### src/sv/prl_pkg.sv
// Types and constants shared by the per-peer rate limiter.
package prl_pkg;

  localparam int unsigned ADDR_W  = 64;
  localparam int unsigned WHOLE_W = 32;
  localparam int unsigned FRAC_W  = 8;
  localparam int unsigned CFG_W   = 16;
  localparam int unsigned GRACE_W = 16;
  localparam int unsigned PEN_W   = 15;
  localparam int unsigned PROD_W  = PEN_W + CFG_W;
  localparam int unsigned SUM_W   = WHOLE_W + 1;

  localparam logic [CFG_W-1:0] SENSE_RST     = 16'd256;
  localparam logic [CFG_W-1:0] MAX_AHEAD_RST = 16'd60;

  localparam logic CFG_SENSE     = 1'b0;
  localparam logic CFG_MAX_AHEAD = 1'b1;

  localparam logic CMD_CHECK   = 1'b0;
  localparam logic CMD_PENALTY = 1'b1;

  typedef enum logic [1:0] {
    T_IDLE,
    T_SCAN,
    T_CALC,
    T_DONE
  } top_state_e;

  typedef enum logic [2:0] {
    C_IDLE,
    C_STEP1,
    C_STEP2,
    C_STEP3,
    C_STEP4
  } calc_state_e;

  typedef struct packed {
    logic               cmd;
    logic               is_v6;
    logic [ADDR_W-1:0]  addr_hi;
    logic [ADDR_W-1:0]  addr_lo;
    logic [WHOLE_W-1:0] now;
    logic [GRACE_W-1:0] grace;
    logic [PEN_W-1:0]   penalty;
  } prl_in_t;

  typedef struct packed {
    logic blocked;
    logic table_full;
  } prl_out_t;

  typedef struct packed {
    logic               is_v6;
    logic [ADDR_W-1:0]  key_hi;
    logic [ADDR_W-1:0]  key_lo;
    logic [WHOLE_W-1:0] whole;
    logic [FRAC_W-1:0]  frac;
  } prl_entry_t;

  typedef struct packed {
    logic               cmd;
    logic [WHOLE_W-1:0] now;
    logic [GRACE_W-1:0] grace;
    logic [PEN_W-1:0]   penalty;
    logic [CFG_W-1:0]   sense;
    logic [CFG_W-1:0]   max_ahead;
    logic [WHOLE_W-1:0] whole;
    logic [FRAC_W-1:0]  frac;
  } prl_calc_req_t;

  typedef struct packed {
    logic               blocked;
    logic [WHOLE_W-1:0] whole;
    logic [FRAC_W-1:0]  frac;
  } prl_calc_res_t;

endpackage

### src/sv/prl_calc.sv
// Stamp update sequencer built around one shared 33-bit adder.
module prl_calc
  import prl_pkg::*;
(
  input  logic          clk_i,
  input  logic          rst_ni,
  input  logic          start_i,
  input  prl_calc_req_t req_i,
  output logic          done_o,
  output prl_calc_res_t res_o
);

  calc_state_e        state_q, state_d;
  logic [SUM_W-1:0]   lim_q, lim_d;
  logic [SUM_W-1:0]   acc_q, acc_d;
  logic [SUM_W-1:0]   sum_q, sum_d;
  logic [PROD_W-1:0]  prod_q, prod_d;
  logic [WHOLE_W-1:0] base_q, base_d;
  prl_calc_res_t      res_q, res_d;
  logic               done_q, done_d;

  logic [WHOLE_W-1:0] alu_a, alu_b;
  logic [SUM_W-1:0]   alu_sum;
  logic [SUM_W-1:0]   clamp;

  assign alu_sum = {1'b0, alu_a} + {1'b0, alu_b};

  always_ff @(posedge clk_i or negedge rst_ni) begin
    if (!rst_ni) begin
      state_q <= C_IDLE;
      done_q  <= 1'b0;
    end else begin
      state_q <= state_d;
      done_q  <= done_d;
    end
  end

  always_ff @(posedge clk_i) begin
    lim_q  <= lim_d;
    acc_q  <= acc_d;
    sum_q  <= sum_d;
    prod_q <= prod_d;
    base_q <= base_d;
    res_q  <= res_d;
  end

  always_comb begin
    state_d = state_q;
    lim_d   = lim_q;
    acc_d   = acc_q;
    sum_d   = sum_q;
    prod_d  = prod_q;
    base_d  = base_q;
    res_d   = res_q;
    done_d  = 1'b0;
    alu_a   = '0;
    alu_b   = '0;
    clamp   = '0;
    unique case (state_q)
      C_IDLE: begin
        if (start_i) state_d = C_STEP1;
      end
      C_STEP1: begin
        if (req_i.cmd == CMD_CHECK) begin
          alu_a = req_i.now;
          alu_b = {{(WHOLE_W-GRACE_W){1'b0}}, req_i.grace};
          lim_d = alu_sum;
        end else begin
          prod_d = {{CFG_W{1'b0}}, req_i.penalty} * {{PEN_W{1'b0}}, req_i.sense};
          base_d = (req_i.now > req_i.whole) ? req_i.now : req_i.whole;
        end
        state_d = C_STEP2;
      end
      C_STEP2: begin
        if (req_i.cmd == CMD_CHECK) begin
          alu_a = {{(WHOLE_W-FRAC_W){1'b0}}, req_i.frac};
          alu_b = {{(WHOLE_W-CFG_W){1'b0}}, req_i.sense};
        end else begin
          alu_a = {{(WHOLE_W-PROD_W){1'b0}}, prod_q};
          alu_b = {{(WHOLE_W-FRAC_W){1'b0}}, req_i.frac};
        end
        acc_d   = alu_sum;
        state_d = C_STEP3;
      end
      C_STEP3: begin
        if (req_i.cmd == CMD_CHECK) begin
          alu_a = req_i.whole;
          alu_b = {{(WHOLE_W-9){1'b0}}, acc_q[16:8]};
          res_d.blocked = ({1'b0, req_i.whole} > lim_q);
          if ({1'b0, req_i.whole} > lim_q) begin
            res_d.whole = req_i.whole;
            res_d.frac  = req_i.frac;
          end else if (req_i.now > req_i.whole) begin
            res_d.whole = req_i.now;
            res_d.frac  = '0;
          end else begin
            res_d.whole = alu_sum[WHOLE_W] ? '1 : alu_sum[WHOLE_W-1:0];
            res_d.frac  = acc_q[FRAC_W-1:0];
          end
          done_d  = 1'b1;
          state_d = C_IDLE;
        end else begin
          alu_a   = base_q;
          alu_b   = {{FRAC_W{1'b0}}, acc_q[WHOLE_W-1:FRAC_W]};
          sum_d   = alu_sum;
          state_d = C_STEP4;
        end
      end
      C_STEP4: begin
        alu_a = req_i.now;
        alu_b = {{(WHOLE_W-CFG_W){1'b0}}, req_i.max_ahead};
        clamp = (sum_q > alu_sum) ? alu_sum : sum_q;
        res_d.blocked = 1'b0;
        res_d.whole   = clamp[WHOLE_W] ? '1 : clamp[WHOLE_W-1:0];
        res_d.frac    = acc_q[FRAC_W-1:0];
        done_d  = 1'b1;
        state_d = C_IDLE;
      end
      default: state_d = C_IDLE;
    endcase
  end

  assign done_o = done_q;
  assign res_o  = res_q;

endmodule

### config.mk
export PLATFORM = sky130hd
export DESIGN_NAME = prl_calc
export DESIGN_NICKNAME = d
export VERILOG_FILES = /design/src/sv/prl_pkg.sv /design/src/sv/prl_calc.sv
export SDC_FILE = /design/constraint.sdc
export NUM_CORES = 1
export LEC_CHECK = 0
export ABC_AREA = 1
export BUFFER_PORTS_ARGS = -buffer_cell sky130_fd_sc_hd__buf_4
export CAP_MARGIN = 10
export CORE_ASPECT_RATIO = 0.7
export CORE_MARGIN = 5
export CORE_UTILIZATION = 41
export DETAILED_ROUTE_END_ITERATION = 6
export MAX_ROUTING_LAYER = met4
export PLACE_DENSITY_LB_ADDON = 0.25
export SLEW_MARGIN = 0
export SYNTH_ARGS = -nofsm -noshare
export SYNTH_HDL_FRONTEND = slang
export SYNTH_SLANG_ARGS = --single-unit
export TNS_END_PERCENT = 100
### constraint.sdc
create_clock -name clk_i -period 8.13 [get_ports clk_i]
set_input_delay 0.4065 -clock clk_i [delete_from_list [all_inputs] [get_ports clk_i]]
set_output_delay 0.4065 -clock clk_i [all_outputs]
set_load 0.05 [all_outputs]
# == Yosys cells after proc, flatten, opt, wreduce, memory -nomap -nowiden ==
# Cells that the tools add are included.
# totals
ff_bits,206
inputBits,139
out_inout_bits,42
word_cells,49
# op_classes
addsub,1
mul,1
n_lt_le_gt_ge,3
n_eq_ne,6
mux,21
bitwise_logic,1
n_reduce_logical,6
# op_table
cell,count
2-to-1 mux 32 bit,5
one-hot mux 32 bit (4 select lines),1
one-hot mux 24 bit (4 select lines),1
one-hot mux 41 bit (2 select lines),1
2-to-1 mux 40 bit,2
2-to-1 mux 41 bit,1
adder 32 x 24 -> 33 bit,1
> comparator 32 x 33 -> 1 bit,1
> comparator 33 bit,1
2-to-1 mux 33 bit,1
> comparator 32 bit,1
2-to-1 mux 16 bit,2
multiplier 15 x 16 -> 31 bit,1
2-to-1 mux 31 bit,1
2-to-1 mux 24 bit,1
one-hot mux 3 bit (4 select lines),1
AND reduction 2 bit,4
"equality test 3 x 2 -> 1 bit, second input constant",2
2-to-1 mux 3 bit,2
"inequality test 2 bit, second input constant",2
"equality test 3 x 1 -> 1 bit, second input constant",1
"equality test 3 bit, second input constant",1
logical NOT 3 bit,1
one-hot mux 1 bit (2 select lines),1
other kinds (3),3

# == Depth between registers and ports, before layout ==
# depth
depth_word,8
mapped_depth,41
depth_no_buf,39

# == Worst setup path before layout ==
# No wires, ideal clock.
# synth_timing
path_type,input to register
from,input req_i[135] in the netlist's numbering
to,"register res_q (netlist bit res_o[10]), data pin"
setup_time_ps,259
arrival_ps,5949
required_ps,7871
setup_slack_ps,1922
path_stages,35
path_buffers,5
path_cell_list,inv_1 buf_2 buf_1 nand2_1 clkinv_1 clkbuf_1 nand2_1 o211ai_1 ha_1 inv_1 fa_1 inv_1 nand3_1 nand2_1 nand2_1 nand2_1 nand2_1 a21oi_1 nand3_1 nand2_1 nand2_1 nand2_1 inv_1 ha_1 a21oi_1 o21a_1 nand2_1 a21oi_1 nand3_1 nand2_1 buf_2 clkbuf_1 o211ai_2 nand2_1 nand2_1
# synth_rtl
item,line_no,text
start: declaration,prl_calc.sv:8,"input prl_calc_req_t req_i,"
end signal: assignment,prl_calc.sv:44,res_q <= res_d;
end: declaration,prl_calc.sv:19,"prl_calc_res_t res_q, res_d;"

==> metrics.yaml <==
status: "complete, no violations"
ys_seq_area_share_pct: 27.67
clkSinkCount: 206
seq_area_um2: 6166
max_freq_ghz: 0.1398
synth_area_leader_cell: "edfxtp_1"
fillers: 5279
cts_buffers: 21
crit_fanout: 56
start_util_pct: 41.46
grt_pass1_wl_mm: 119.1
synth_seq_cells: 206
switching_share_pct: 51.97
vias: 19860
coreArea_um2: 53750
io_buffers: 180
maxCapViolCount: 0
gp_congestion: 0.9981
cp-endpoint: "res_o[39]"
final_common_cell: "nand2_1"
path_class: "flip-flop to flip-flop"
synth_top_area_share_pct: 27.22
drt_iter0_markers: 2306
critPathLaunch: "state_q[2]"
grt_pass1_vias: 19712
die-area_um2: 59180
finalCritPeriodShare_pct: 87.99
r2r_start: "state_q[2]"
p_switching_mw: 5.305
synthTopCellsByArea: "edfxtp_1 27%, fa_1 16%, nand2_1 15%, ha_1 12%, inv_1 8.8%"
slowest_stage: "nor2_2"
grt_start_max_net_pins: 57
dr.pass1.iters: 7
setup_violations: 0
fin_crit_ns: 7.154
num-nets-final: 3475
synthAdderAreaFrac_pct: 28.39
p_int_mw: 4.903
cts_tree: "built"
crit_path_start_kind: "flip-flop"
rsz0062_at_grt: "no"
worstPathRequired_ns: 8.42
syn-num-nets: 3367
end_kind: "flip-flop"
cts_hold_buffers: 1
cpMostUsedCell: "nand2_1"
leakagePower_nw: 13.04
p_per_area_nw_per_um2: 408.6
cts_max_path_buffers: 3
syn_avg_cell_area_um2: 7.871
die_w_um: 288.6
drv_slew: 0
ios: 181
netlist_area_um2: 22280
maxSlewHeadroom_pct: 29.12
synth_mux_area_share_pct: 0
cts_root_buffer: "clkbuf_16"
drcViolationCount: 0
num_rows: 71
path_clk_slew_ns: 0.07
synth_ff_type: "edfxtp_1"
mostFrequentLayoutCells: "898 x nand2_1, 523 x inv_1, 216 x ha_1"
cts_resized: 0
r2r-end: "res_o[39]"
synth-compound-area-share_pct: 8.069
fin_skew_ns: 0.03388
chipHeight_um: 205.0
clkPwrFrac_pct: 10.2
wl_per_cell_um: 21.42
worstSkewPairLatency_ns: 0.55
reg2reg_slack_ns: 0.98
synth-xor-area-share_pct: 1.769
post_cts_buffers: 0
hold_class: "input pin to flip-flop"
synth_simple_gate_area_share_pct: 22.89
drive_above_1_share_pct: 10.09
worst_pin_slew_ns: 1.059
cpPeakStageDelay_ns: 0.78
ant_nets: 0
synthDistinctLibCells: 49
synth_cells: 2831
grt-ovfl-total: 0
synth_top_family_by_area: "adder cells"
ys_async_sr_fraction_pct: 1.942
area_delta_synth_final_pct: 12.13
finalHoldViolations: 0
via_per_inst: 5.385
p_total_mw: 10.21
hpwl_mm: 62.07
htree_levels: 1
p_seq_share_pct: 20.8
combPwrFrac_pct: 69.0
multi_input_area_um2: 13650
track_usage_pct: 27.29
peakVddDrop_uv: 371.6
wl_mm: 79.00
tns_ns: 0
yosysWarnings: 0
synth_edf_count: 202
crit_arrival_ns: 7.44
antenna_found_initial: 4
final_util_pct: 46.49
reg2reg_depth: 33
per-layer routing:
layer | wire (um) | up-vias | global-route usage [%]
li1 | - | 9174 | -
met1 | 36650 | 9617 | 40.47
met2 | 31710 | 960 | 37.49
met3 | 8559 | 109 | 6.774
met4 | 2071 | 0 | 6.289
met5 | 0 | - | -
final cells by class:
type                    count  area share, %
well taps                 730          3.656
clock inverters            14         0.6360
flip-flops and latches    206          24.68
diodes                      4        0.04006
multi-input cells        1971          54.63
repair buffers            203          6.160
clock buffers              24          2.148
inverters                 536          8.052
metrics by stage:
stage                     hold WS, ns  instance area, um^2  setup slack (ns)  std cells
final                         0.06827                24990            0.9762       3688
after global routing          0.07661                24990            0.4143       3688
after CTS                     0.05906                24980             1.145       3684
after detailed placement       0.2081                24270             1.135       3645
after global placement         0.2057                24270             1.233       3645
after floorplan                0.1109                22280             1.922       2831
cells in the mapped netlist, drive strengths merged (53+ instances only):
cell type and number:
a21oi 104, clkbuf 99, edfxtp 202, fa 181
ha 216, inv 533, nand2 911, nand3 153
nor2 133, o211ai 53, o21ai 59
critical path: cells and delay by family (launching register included):
family,cells,cell delay [ns]
simple gates,21,3.38
buf+inv,6,1.11
fa+ha+maj,3,0.97
flops,1,0.59
xor+xnor,1,0.47
compound gates,2,0.37
sequential cells by signal (all words and copies together), names as in the netlist:
register  count
done_o        1
res_o        41
acc_q        32
base_q       32
sum_q        33
lim_q        33
prod_q       31
state_q       3
power groups by stage:
| stage | Clock, mW | Sequential, mW | Combinational [mW] |
|---|---|---|---|
| floorplan | 0 | 2.19 | 4.67 |
| global placement | 0 | 2.14 | 6.88 |
| detailed placement | 0 | 2.13 | 6.91 |
| CTS | 1.06 | 2.11 | 6.99 |
| global route | 1.09 | 2.14 | 7.88 |
| finish | 1.04 | 2.12 | 7.05 |
cells by family after synthesis:
family                     after synthesis
buffers and inverters                  654
xor gates and xnor gates                45
and+or+nand+nor                       1249
AOI/OAI and AO/OA                      280
DFF                                    206
adders and majority gates              397
worst min-delay path by stage:
stage	endpoint	slack (ns)	depth (start not counted)	from
5_1_grt	state_q[0]	0.08	2	start_i
2_1_floorplan	done_o	0.11	0	rst_ni
6_report	state_q[0]	0.07	2	start_i
3_5_place_dp	done_o	0.21	1	rst_ni
4_1_cts	state_q[0]	0.06	2	start_i
3_3_place_gp	done_o	0.21	1	rst_ni
(Power assumes the default switching activity.)
